**config.mk**
```make
export PLATFORM = sky130hd
export DESIGN_NAME = http_chunked_body_decoder_core
export DESIGN_NICKNAME = d
export VERILOG_FILES = /design/src/sv/chd_pkg.sv /design/src/sv/chd_front.sv /design/src/sv/chd_back.sv /design/src/sv/http_chunked_body_decoder_core.sv
export SDC_FILE = /design/constraint.sdc
export NUM_CORES = 1
export LEC_CHECK = 0
export ABC_AREA = 0
export BUFFER_PORTS_ARGS = -buffer_cell sky130_fd_sc_hd__buf_2
export CAP_MARGIN = 20
export CORE_MARGIN = 1.5
export CORE_UTILIZATION = 50
export CTS_CLUSTER_DIAMETER = 60
export DETAILED_ROUTE_END_ITERATION = 12
export PLACE_DENSITY = 0.67
export SLEW_MARGIN = 20
export SYNTH_ARGS = -nofsm -noshare
export SYNTH_HDL_FRONTEND = slang
export SYNTH_HIERARCHICAL = 1
export SYNTH_SLANG_ARGS = --single-unit
```
**constraint.sdc**
```tcl
create_clock -name clk -period 18.3 [get_ports clk]
set_input_delay 0 -clock clk [delete_from_list [all_inputs] [get_ports clk]]
set_output_delay 0 -clock clk [all_outputs]
set_load 0.03 [all_outputs]
```
**src/sv/chd_pkg.sv**
```systemverilog
// Shared types, constants and helpers for the chunked body decoder.
`timescale 1ns / 1ps
`default_nettype none

package chd_pkg;

  localparam int LINE_BUF   = 32;
  localparam int LINE_CNT_W = $clog2(LINE_BUF);
  localparam int LEN_WIDTH  = 24;
  localparam int MAX_W      = 24;
  localparam int TOTAL_W    = 24;
  localparam int SUM_W      = ((LEN_WIDTH > MAX_W) ? LEN_WIDTH : MAX_W) + 2;
  localparam int DATA_W     = 32;
  localparam int PADDR_W    = 3;
  localparam int Q_DEPTH    = 2;
  localparam int Q_PTR_W    = 1;
  localparam int Q_CNT_W    = 2;

  localparam logic [MAX_W-1:0] MAX_BODY_RST = MAX_W'(65536);
  localparam logic             REG_MAX_BODY = 1'b0;

  localparam logic [7:0] CHAR_TAB = 8'h09;
  localparam logic [7:0] CHAR_LF  = 8'h0A;
  localparam logic [7:0] CHAR_VT  = 8'h0B;
  localparam logic [7:0] CHAR_FF  = 8'h0C;
  localparam logic [7:0] CHAR_CR  = 8'h0D;
  localparam logic [7:0] CHAR_SP  = 8'h20;

  typedef enum logic [2:0] {
    PH_LINE,
    PH_DATA,
    PH_SKIP1,
    PH_SKIP2,
    PH_DONE,
    PH_ERR
  } phase_t;

  typedef enum logic [1:0] {
    HX_LEAD,
    HX_DIGITS,
    HX_STOP
  } hex_st_t;

  typedef enum logic [1:0] {
    K_BYTE,
    K_DONE,
    K_STREAM,
    K_OVER
  } kind_t;

  typedef struct packed {
    logic [7:0] in_byte;
    logic       stream_end;
  } in_beat_t;

  typedef struct packed {
    kind_t              out_kind;
    logic [7:0]         out_byte;
    logic [TOTAL_W-1:0] total_len;
  } out_beat_t;

  // Classified input beat handed from front to back.
  typedef struct packed {
    logic [7:0] byte_v;
    logic       stream_end;
    logic       is_lf;
    logic       is_cr;
    logic       is_blank;
    logic       is_hex;
    logic [3:0] digit;
  } token_t;

  typedef struct packed {
    logic   valid;
    token_t tok;
  } tok_if_t;

  function automatic token_t classify(input in_beat_t b);
    token_t     t;
    logic [7:0] c;
    c            = b.in_byte;
    t.byte_v     = c;
    t.stream_end = b.stream_end;
    t.is_lf      = (c == CHAR_LF);
    t.is_cr      = (c == CHAR_CR);
    t.is_blank   = (c == CHAR_SP) || (c == CHAR_TAB) || (c == CHAR_VT) || (c == CHAR_FF);
    t.is_hex     = 1'b1;
    t.digit      = 4'd0;
    if (c >= 8'h30 && c <= 8'h39) begin
      t.digit = 4'(c - 8'h30);
    end else if (c >= 8'h61 && c <= 8'h66) begin
      t.digit = 4'(c - 8'h57);
    end else if (c >= 8'h41 && c <= 8'h46) begin
      t.digit = 4'(c - 8'h37);
    end else begin
      t.is_hex = 1'b0;
    end
    return t;
  endfunction

endpackage

`default_nettype wire

```
**src/sv/chd_front.sv**
```systemverilog
// Front end: accepts input beats, classifies each byte and queues the tokens.
`timescale 1ns / 1ps
`default_nettype none

module chd_front (
  input  wire logic             clk,
  input  wire logic             rst_n,
  input  wire logic             push,
  output logic                  full,
  input  wire chd_pkg::in_beat_t in_data,
  output chd_pkg::tok_if_t      tok_o,
  input  wire logic             tok_pop
);
  import chd_pkg::*;

  token_t             q_r [Q_DEPTH];
  logic [Q_PTR_W-1:0] wr_ptr_r, wr_ptr_nxt;
  logic [Q_PTR_W-1:0] rd_ptr_r, rd_ptr_nxt;
  logic [Q_CNT_W-1:0] cnt_r, cnt_nxt;
  logic               do_push;
  logic               do_pop;

  assign full    = (cnt_r == Q_CNT_W'(Q_DEPTH));
  assign do_push = push && !full;
  assign do_pop  = tok_pop && (cnt_r != '0);

  assign tok_o.valid = (cnt_r != '0);
  assign tok_o.tok   = q_r[rd_ptr_r];

  always_comb begin
    wr_ptr_nxt = do_push ? wr_ptr_r + 1'b1 : wr_ptr_r;
    rd_ptr_nxt = do_pop  ? rd_ptr_r + 1'b1 : rd_ptr_r;
    cnt_nxt    = cnt_r;
    if (do_push && !do_pop) begin
      cnt_nxt = cnt_r + 1'b1;
    end else if (do_pop && !do_push) begin
      cnt_nxt = cnt_r - 1'b1;
    end
  end

  always_ff @(posedge clk) begin
    if (!rst_n) begin
      wr_ptr_r <= '0;
      rd_ptr_r <= '0;
      cnt_r    <= '0;
    end else begin
      wr_ptr_r <= wr_ptr_nxt;
      rd_ptr_r <= rd_ptr_nxt;
      cnt_r    <= cnt_nxt;
    end
  end

  always_ff @(posedge clk) begin
    if (do_push) begin
      q_r[wr_ptr_r] <= classify(in_data);
    end
  end

endmodule

`default_nettype wire

```
**src/sv/chd_back.sv**
```systemverilog
// Back end: framing state machine over classified tokens plus the result queue.
`timescale 1ns / 1ps
`default_nettype none

module chd_back (
  input  wire logic                      clk,
  input  wire logic                      rst_n,
  input  wire chd_pkg::tok_if_t          tok_i,
  output logic                           tok_pop,
  input  wire logic [chd_pkg::MAX_W-1:0] max_body,
  output logic                           empty,
  input  wire logic                      pop,
  output chd_pkg::out_beat_t             out_data
);
  import chd_pkg::*;

  localparam logic [LEN_WIDTH:0] ACC_SAT = {1'b1, {LEN_WIDTH{1'b0}}};

  phase_t                phase_r, phase_nxt;
  hex_st_t               hx_r, hx_nxt, hx_tk;
  logic [LINE_CNT_W-1:0] lc_r, lc_nxt, lc_inc;
  logic [LEN_WIDTH:0]    acc_r, acc_nxt, acc_tk, size_fin;
  logic [LEN_WIDTH-1:0]  left_r, left_nxt, left_dec;
  logic [LEN_WIDTH-1:0]  total_r, total_nxt;
  logic [SUM_W-1:0]      need;
  logic                  adv, active, finish, emit;
  kind_t                 kind;
  logic [7:0]            obyte;
  token_t                tok;

  out_beat_t          q_r [Q_DEPTH];
  logic [Q_PTR_W-1:0] wr_ptr_r, rd_ptr_r;
  logic [Q_CNT_W-1:0] cnt_r, cnt_nxt;
  logic               room, do_pop;

  assign tok     = tok_i.tok;
  assign do_pop  = pop && (cnt_r != '0);
  assign room    = (cnt_r != Q_CNT_W'(Q_DEPTH)) || do_pop;
  assign adv     = tok_i.valid && room;
  assign tok_pop = adv;
  assign active  = (phase_r == PH_LINE) || (phase_r == PH_DATA) ||
                   (phase_r == PH_SKIP1) || (phase_r == PH_SKIP2);

  // Fold one size-line character into the hex accumulator.
  always_comb begin
    hx_tk  = hx_r;
    acc_tk = acc_r;
    if (!(hx_r == HX_LEAD && tok.is_blank) && (hx_r == HX_LEAD || hx_r == HX_DIGITS)) begin
      if (!tok.is_hex) begin
        hx_tk = HX_STOP;
      end else begin
        hx_tk = HX_DIGITS;
        if (!acc_r[LEN_WIDTH]) begin
          if (acc_r[LEN_WIDTH-1 -: 4] != 4'd0) begin
            acc_tk = ACC_SAT;
          end else begin
            acc_tk = {1'b0, acc_r[LEN_WIDTH-5:0], tok.digit};
          end
        end
      end
    end
  end

  always_comb begin
    lc_inc   = lc_r + 1'b1;
    size_fin = tok.is_lf ? acc_r : acc_tk;
    need     = SUM_W'(total_r) + SUM_W'(size_fin[LEN_WIDTH-1:0]) + SUM_W'(1);
    left_dec = (left_r != '0) ? left_r - 1'b1 : left_r;
  end

  always_comb begin
    phase_nxt = phase_r;
    hx_nxt    = hx_r;
    lc_nxt    = lc_r;
    acc_nxt   = acc_r;
    left_nxt  = left_r;
    total_nxt = total_r;
    emit      = 1'b0;
    kind      = K_BYTE;
    obyte     = 8'd0;
    finish    = 1'b0;
    if (adv && active) begin
      if (tok.stream_end) begin
        phase_nxt = PH_ERR;
        emit      = 1'b1;
        kind      = K_STREAM;
      end else begin
        case (phase_r)
          PH_LINE: begin
            if (tok.is_lf) begin
              finish = 1'b1;
            end else if (!tok.is_cr) begin
              hx_nxt  = hx_tk;
              acc_nxt = acc_tk;
              if (lc_inc == LINE_CNT_W'(LINE_BUF - 1)) begin
                finish = 1'b1;
              end else begin
                lc_nxt = lc_inc;
              end
            end
          end
          PH_DATA: begin
            total_nxt = total_r + 1'b1;
            left_nxt  = left_dec;
            if (left_dec == '0) begin
              phase_nxt = PH_SKIP1;
            end
            emit  = 1'b1;
            kind  = K_BYTE;
            obyte = tok.byte_v;
          end
          PH_SKIP1: begin
            phase_nxt = PH_SKIP2;
          end
          PH_SKIP2: begin
            phase_nxt = PH_LINE;
          end
          default: begin
          end
        endcase
        if (finish) begin
          lc_nxt  = '0;
          hx_nxt  = HX_LEAD;
          acc_nxt = '0;
          if (size_fin == '0) begin
            phase_nxt = PH_DONE;
            emit      = 1'b1;
            kind      = K_DONE;
          end else if (size_fin[LEN_WIDTH] || (need > SUM_W'(max_body))) begin
            phase_nxt = PH_ERR;
            emit      = 1'b1;
            kind      = K_OVER;
          end else begin
            left_nxt  = size_fin[LEN_WIDTH-1:0];
            phase_nxt = PH_DATA;
          end
        end
      end
    end
  end

  always_ff @(posedge clk) begin
    if (!rst_n) begin
      phase_r <= PH_LINE;
      hx_r    <= HX_LEAD;
      lc_r    <= '0;
      acc_r   <= '0;
      left_r  <= '0;
      total_r <= '0;
    end else begin
      phase_r <= phase_nxt;
      hx_r    <= hx_nxt;
      lc_r    <= lc_nxt;
      acc_r   <= acc_nxt;
      left_r  <= left_nxt;
      total_r <= total_nxt;
    end
  end

  // Result queue.
  assign empty    = (cnt_r == '0);
  assign out_data = q_r[rd_ptr_r];

  always_comb begin
    cnt_nxt = cnt_r;
    if (emit && !do_pop) begin
      cnt_nxt = cnt_r + 1'b1;
    end else if (do_pop && !emit) begin
      cnt_nxt = cnt_r - 1'b1;
    end
  end

  always_ff @(posedge clk) begin
    if (!rst_n) begin
      wr_ptr_r <= '0;
      rd_ptr_r <= '0;
      cnt_r    <= '0;
    end else begin
      if (emit) begin
        wr_ptr_r <= wr_ptr_r + 1'b1;
      end
      if (do_pop) begin
        rd_ptr_r <= rd_ptr_r + 1'b1;
      end
      cnt_r <= cnt_nxt;
    end
  end

  always_ff @(posedge clk) begin
    if (emit) begin
      q_r[wr_ptr_r] <= '{out_kind: kind, out_byte: obyte, total_len: TOTAL_W'(total_nxt)};
    end
  end

endmodule

`default_nettype wire

```
**src/sv/http_chunked_body_decoder_core.sv**
```systemverilog
// Top level of the chunked body decoder: front, back and the register port.
// Path: a beat taken on push is registered in the front token queue, then
//   any result it yields is registered in the back result queue for pop.
// Throughput: one input beat per cycle unless the result queue stays full; each
//   beat is one back-end state update; two-entry queues decouple both sides.
// Reset: synchronous, active low; queues empty, decoder in the size line phase,
//   max_body back to 65536.
`timescale 1ns / 1ps
`default_nettype none

module http_chunked_body_decoder_core (
  input  wire logic                        clk,
  input  wire logic                        rst_n,
  // input channel
  input  wire logic                        push,
  output logic                             full,
  input  wire chd_pkg::in_beat_t           in_data,
  // result channel
  output logic                             empty,
  input  wire logic                        pop,
  output chd_pkg::out_beat_t               out_data,
  // register port
  input  wire logic                        psel,
  input  wire logic                        penable,
  input  wire logic                        pwrite,
  input  wire logic [chd_pkg::PADDR_W-1:0] paddr,
  input  wire logic [chd_pkg::DATA_W-1:0]  pwdata,
  output logic [chd_pkg::DATA_W-1:0]       prdata,
  output logic                             pready
);
  import chd_pkg::*;

  logic [MAX_W-1:0] max_body_r, max_body_nxt;
  logic             reg_sel;
  logic             wr_en;
  tok_if_t          tok;
  logic             tok_pop;

  // Register map: one 24-bit register, max_body, read zero-extended to 32 bits, at byte address zero.
  // Address bit 2 picks the register slot; low bits are ignored.
  assign pready  = 1'b1;
  assign reg_sel = (paddr[2] == REG_MAX_BODY);
  assign wr_en   = psel && penable && pwrite && pready;

  always_comb begin
    max_body_nxt = max_body_r;
    if (wr_en && reg_sel) begin
      max_body_nxt = pwdata[MAX_W-1:0];
    end
  end

  always_ff @(posedge clk) begin
    if (!rst_n) begin
      max_body_r <= MAX_BODY_RST;
    end else begin
      max_body_r <= max_body_nxt;
    end
  end

  // Read back the register; unmapped slots read as zero.
  assign prdata = reg_sel ? DATA_W'(max_body_r) : '0;

  // Front: take a beat whenever the token queue has room and tag the byte
  // (line feed, carriage return, blank, hex digit value).
  chd_front u_front (
    .clk     (clk),
    .rst_n   (rst_n),
    .push    (push),
    .full    (full),
    .in_data (in_data),
    .tok_o   (tok),
    .tok_pop (tok_pop)
  );

  // Back: advance the framing state machine one token per cycle while the
  // result queue can take a beat; drop tokens once done or in error.
  chd_back u_back (
    .clk      (clk),
    .rst_n    (rst_n),
    .tok_i    (tok),
    .tok_pop  (tok_pop),
    .max_body (max_body_r),
    .empty    (empty),
    .pop      (pop),
    .out_data (out_data)
  );

endmodule

`default_nettype wire
```
==> summary.md, run 1 <==
| Metric | Value |
|---|---|
| Status | finished, final reports clean |
| Crit-path max FO | 34 |
| Yosys reg bits | between 200 and 250 |
| Data arrival, critical path | around 9 ns |
| Crit path cell chain | mux2_2 -> nor2b_1 -> or4_1 -> a21oi_1 -> inv_1 -> ha_1 -> nor2b_1 -> o31ai_1 -> a21oi_1 -> a41o_1 -> a21bo_2 -> a311o_1 -> mux2_2 -> o2111ai_1 -> ha_1 -> nand4_2 -> or4_4 -> o41ai_4 -> a21oi_2 -> or4_4 -> o31ai_1 -> a311oi_1 -> and2_2 |
| FMAX | approximately 110 MHz |
| EDFF count, synth | around 100 |
| WP buf/inv | 1 |
| Clk buf depth | 3 |
| WHS | between 0.15 and 0.2 ns |
| CTS sink count | approximately 220 |
| Max_cap viols | 0 |
| Clock Tree Root | clkbuf_16 |
| Mapped Area | about 13000 sq um |
| Worst Setup End Kind | flop |
| Cell area power density | 127 nW/um^2 |
| Max incr delay on CP | between 0.8 and 0.9 ns |
| Met2 usage | roughly two fifths |
| DRC violations left | 0 |
| Setup TNS | 0 ns |
| Clock transition at path regs | ~0.060 ns |
| Met3 usage | about 3.6% |
| Vias/cell | between 5 and 6 |
| Sequential Power Share | a little over a third |
| Final Max Slew Viols | 0 |
| Synth-to-layout area growth | 14.2% |
| DRT iter0 DRCs | between 600 and 700 |
| Yosys top cell area share | 24.4% |
| Die ar. | 26100 sq um |
| Post-synthesis instance total | about 1300 |
| Max rail drop VDD | 0.112 mV |
| Switching power | between 700 and 800 uW |
| TritonRoute pass-1 iters | 5 |
| Detail Route Antenna Nets | 0 |
| Starting Density | 51.3% |
| Die Ht | around 160 um |
| Worst EP required | 18.43 ns |
| WS Path Type | reg2reg |
| Register area share after synthesis | approximately 43% |
| Avg Cell Area, Syn | 9.72 sq um |
| Sw Ratio | just under 40% |
| Overall routed net length | roughly 31000 um |
| FP Rows | 57 |
| PortBufs | 100 |
| Util after Layout | between 50% and 60% |
| Final hold vios | 0 |
| GRT Resource Usage Total | between 20% and 30% |
| Slew @ Worst Pin | between 1 and 1.5 ns |
| Layout cells sized above 1 | 17.6% |
| FFs w/ async S/R, synth | 0% |
| CTS H-tree depth | 1 |
| Most numerous cell in the Yosys netlist | nand2_1 |
| Placer Congestion | 0.919 |
| Largest net degree at the start of global routing | 55 |
| Endpoints failing setup | 0 |
| Post-CTS Hold Fix Bufs | 35 |
| Clock share of power | 25.6% |
| LEAKAGE | 5.73 nW |
| Setup bufs post-CTS | 0 |
| Vias in the first global route | between 9000 and 10000 |
| Final HPWL DP | 21700 um |
| TritonCTS clock tree | done |
| Post-CTS sizing | 0 |
| Synth Flop Type | dfxtp_1 |
| Min-Delay Path Class | in2reg |
| Post-synthesis cell type count | 95 |
| Slowest stage cell, crit path | or4_1 |
| Critical Path Source Type | flop |
| Number of antenna violations at the first check in global routing | 2 |
| Commonest cells in the netlist | nand2_1 (130), dfxtp_1 (117), edfxtp_1 (102), nor2_1 (102), ha_1 (60) |
| First-pass GRT wire length | 49300 um |
| Synth top area cells | edfxtp_1 (24%), dfxtp_1 (19%), ha_1 (6.0%), mux2_2 (4.8%), nand2_1 (3.9%) |
| Cts bufs inserted | 24 |
| Vias | approximately 10000 |
| RSZ-0062 raised after global routing | no |
| Nets@finish | approximately 1500 |
| Syn. warnings | 6 |
| GRT Max-Usage Layer | met2 |
| Post-layout min period | approximately 8.8 ns |
| Power Internal | around 1.1 mW |
| Worst path top cell family by delay | compound AO/OA/AOI/OAI gates |
| Logic pwr share | around two fifths |
| IO Count | 120 |
| Chip Width | approximately 160 um |
| Total gr overflow | 0 |
| Setup Skew | 0.0221 ns |
| Wirelength per Cell | 17.9 um |
| Fin crit share | a little under half |
| Clk_lat worst skew | approximately 0.53 ns |
| Core area | ~24000 sq um |
| Worst slew margin | 26.8% |
| GRT met1 Usage | 31.5% |
| Synth area leader | edfxtp_1 |
## per-layer routing
layer,vias up,part of all wire [%]
met3,50,6.0
met1,4770,44
met2,277,48
met4,2,2.5
li1,4922,-
met5,-,0.032
## final timing paths
| check | to | cells after the start | from | slack [ns] |
|---|---|---|---|---|
| min reg2reg | max_body_r[22]$_SDFFE_PN0P_ | 2 | max_body_r[22]$_SDFFE_PN0P_ | 0.47 |
| max reg2reg | u_back/q_r[1][31]$_DFFE_PP_ | 23 | flop | 9.53 |
| min | u_front/wr_ptr_r$_SDFFE_PN0P_ | 2 | rst_n | 0.16 |
| max | u_back/q_r[1][31]$_DFFE_PP_ | 23 | flop | 9.53 |
## stage by stage
stage	power [mW]	instances	setup slack [ns]	instance area, sq um
global route	1.92	1737	9.13	14300
detailed placement	1.35	1658	9.55	13200
global placement	1.34	1658	9.58	13200
CTS	1.82	1737	9.52	14300
floorplan	1.17	1299	9.96	12600
finish	1.82	1738	9.53	14300
## placed cells by master (no fill, tap or decap), types with 11 or more instances in the layout
cell,instances
nand2b_1,13
ha_1,60
mux2i_1,32
dfxtp_1,116
nor4_1,16
clkbuf_16,25
and3_1,11
nand3_1,40
a22oi_1,28
dlygate4sd3_1,35
mux2_2,54
buf_4,12
buf_2,100
inv_1,56
xnor2_1,26
nand4_1,21
a31oi_1,11
xor2_1,25
a21oi_1,40
edfxtp_1,102
and2_1,33
a211oi_1,17
nor2_1,102
o21ai_0,30
a21o_1,11
nor3_1,34
nand2_1,130
nor2b_1,32
## state kept, by name (all words and copies together) (netlist names), 3 cells and up, named ones only
register / count
u_back/q_r: 68
u_front/q_r: 34
u_back/acc_r: 25
max_body_r: 24
u_back/left_r: 24
u_back/total_r: 24
u_back/lc_r: 5
u_back/phase_r: 3
## final cells by class
class	count	area, sq um
diodes	1	2.50
clock buffers	28	637
clock inverters	16	129
fillers	2137	10100
inverters	56	210
multi-input cells	947	6610
flip-flops and latches	219	5410
well taps	324	405
repair buffers	147	941
## cell families (layout without fill, tap and decap cells)
group	Yosys count	in the layout	share of synthesized area [%]
compound gates	237	237	14.0
xor+xnor	51	51	3.56
fa+ha+maj	61	61	6.14
buf+inv	133	247	4.80
flops	219	219	43.1
mux	86	86	7.40
other cells	2	10	0.0598
simple gates	503	503	20.9
## worst reg2reg max path: cells and delay by family, from the launching register on
family          cells  cell delay, ns
simple gates        7            3.03
buf+inv             1            0.09
compound gates     11            3.12
mux                 2            0.67
flops               1            0.83
fa+ha+maj           2            0.62
## power by group through the flow
stage	Combinational, mW	Sequential [mW]	Clock, mW
after floorplan	0.545	0.627	0
after global placement	0.685	0.659	0
after detailed placement	0.687	0.662	0
after CTS	0.697	0.653	0.475
after global routing	0.765	0.661	0.494
final	0.700	0.652	0.465
No activity file was read; power rests on OpenSTA's default activity.
==> run 2: changes to the inputs <==
- clock period: 18.3 -> 8.8 ns (I/O delays scaled with it)
==> run 2 against run 1 <==
  * Utilization increased by 0.65 points
  * Via count increased by 0.39%
  * Cell area increased by 1.1%
  * Register-to-register slack got worse by 8.7 ns
  * Critical endpoint is now u_back/q_r[1][16]$_DFFE_PP_
  * Largest cell class unchanged
==> summary.md, run 2 (synthesis results as in run 1) <==
| Metric | Value |
|---|---|
| Status | finished, final reports clean |
| Worst slew margin | 27.7% |
| Post-CTS sizing | 0 |
| First-pass GRT wire length | approximately 49000 um |
| Clk_lat worst skew | between 0.5 and 0.6 ns |
| GRT Resource Usage Total | a little under a quarter |
| Starting Density | between 50% and 60% |
| Endpoints failing setup | 0 |
| Topmost layer with routed signal wires | met4 |
| Crit-path max FO | 34 |
| Worst Setup End Kind | flop |
| Setup Skew | 0.0124 ns |
| Cell area power density | approximately 270 nW/um^2 |
| Inserted Diodes | 0 |
| Setup TNS | 0 ns |
| IO Count | 120 |
| CTS sink count | between 200 and 250 |
| FMAX | between 100 and 150 MHz |
| Detail Route Antenna Nets | 0 |
| Regs by FF count | u_back/q_r x68, u_front/q_r x34, u_back/acc_r x25 |
| Cts bufs inserted | 27 |
| Slew @ Worst Pin | ~1.1 ns |
| RSZ-0062 raised after global routing | no |
| Clk buf depth | 3 |
| Worst EP required | 8.95 ns |
| Die ar. | roughly 26000 sq um |
| Max_cap viols | 0 |
| Wirelength per Cell | between 15 and 20 um |
| Fin crit share | 90.5% |
| Met2 Routed Length | between 10000 and 15000 um |
| Data arrival, critical path | slightly above 8 ns |
| Worst Hold Path Cells | 2 |
| Clock transition at path regs | approximately 0.060 ns |
| FP Rows | 57 |
| Number of antenna violations at the first check in global routing | 0 |
| Most frequent cells in the layout | nand2_1 (130), dfxtp_1 (116), nor2_1 (102), edfxtp_1 (102), buf_2 (100) |
| M1 WL | roughly 14000 um |
| Setup bufs post-CTS | 0 |
| Cells on worst reg2reg path | 23 |
| Final Max Slew Viols | 0 |
| Critical Path Source Type | flop |
| Met3 WL | slightly below 2000 um |
| Min-Delay Path Class | in2reg |
| Vias in the first global route | 9440 |
| Seq. cell area | ~5400 sq um |
| Most common cell after layout, fill and taps aside | nand2_1 |
| CTS H-tree depth | 1 |
| LEAKAGE | just under 6 nW |
| Largest register FFs | just under 70 |
| Multi-input logic area | around 6600 sq um |
| Chip Width | ~160 um |
| Vias/cell | ~5.8 |
| PortBufs | 100 |
| Max rail drop VDD | slightly below 0.2 mV |
| Die Ht | ~160 um |
| Synth-to-layout area growth | 15.5% |
| Final hold vios | 0 |
| Clock Tree Root | clkbuf_16 |
| Nets@finish | 1512 |
| TritonCTS clock tree | done |
| Most flops, register | u_back/q_r |
| Worst setup slack after placement | approximately 0.94 ns |
| Largest net degree at the start of global routing | 54 |
| Post-layout min period | 7.96 ns |
| Vias | about 10000 |
| TritonRoute pass-1 iters | 5 |
| Overall routed net length | a little over 30000 um |
| WS Path Type | reg2reg |
| DRC violations left | 0 |
| Placer Congestion | 0.923 |
| Fill cells | around 2100 |
| Total gr overflow | 0 |
| Final HPWL DP | between 20000 and 25000 um |
| Core area | 24500 sq um |
| PnR worst setup slack | between 0.8 and 0.9 ns |
| Layout cells sized above 1 | 18.1% |
| DRT iter0 DRCs | 800 |
## run 2: metal layers
metal	vias to the layer above	GRT usage [%]
met1	4738	31.5
met4	0	7.32
met2	320	38.2
li1	4946	-
met3	56	3.67
met5	-	0
## run 2: through the flow
| stage | hold WS (ns) | util [%] | cell area [sq um] | instances | power, mW |
|---|---|---|---|---|---|
| floorplan | 0.0989 | - | 12600 | 1299 | 2.44 |
| global placement | 0.188 | 54.2 | 13200 | 1660 | 2.81 |
| detailed placement | 0.193 | 54.2 | 13200 | 1660 | 2.82 |
| CTS | 0.177 | 59.3 | 14500 | 1744 | 3.94 |
| global route | 0.194 | 59.3 | 14500 | 1744 | 4.14 |
| finish | 0.175 | 59.3 | 14500 | 1744 | 3.93 |
## run 2: what timing repair did
action	CTS	global route
setup endpoints to repair	0	0
hold buffers	35	0
endpoints found under the hold margin	53	0
## run 2: final cells by class
| class | count | share of cell area, % |
|---|---|---|
| clock buffers | 30 | 4.88 |
| inverters | 56 | 1.45 |
| multi-input cells | 947 | 45.6 |
| flip-flops and latches | 219 | 37.3 |
| well taps | 324 | 2.80 |
| clock inverters | 19 | 1.32 |
| repair buffers | 149 | 6.68 |
## run 2: power by group
part           internal [mW]  switching (mW)  leakage [nW]
Sequential              1.23           0.108          1.89
Clock                  0.648           0.451         0.424
Combinational          0.515           0.976          3.46
## run 2: path summary, 6_finish.rpt
kind                              startpoint                       endpoint  slack [ns]
setup reg to reg                        flop    u_back/q_r[1][16]$_DFFE_PP_        0.84
setup / recovery                        flop    u_back/q_r[1][16]$_DFFE_PP_        0.84
hold reg to reg   max_body_r[7]$_SDFFE_PN0P_     max_body_r[7]$_SDFFE_PN0P_        0.47
hold / removal                         rst_n  u_front/wr_ptr_r$_SDFFE_PN0P_        0.17
## run 2: critical path, cell delays in order (launching register included)
cell and delay (ns):
dfxtp_1 0.37, mux2_2 0.35, nor2b_1 0.20, or4_1 0.79, a21oi_1 0.41, inv_1 0.08, ha_1 0.27, nor2b_1 0.14
o31ai_1 0.29, a21oi_1 0.18, a41o_1 0.32, a21bo_2 0.22, a311o_1 0.34, mux2_2 0.25, o2111ai_1 0.09, ha_1 0.34
nand4_2 0.13, or4_4 0.53, o41ai_4 0.40, a21oi_2 0.05, or4_4 0.54, o31ai_1 0.41, a311oi_1 0.27, and2_2 0.57
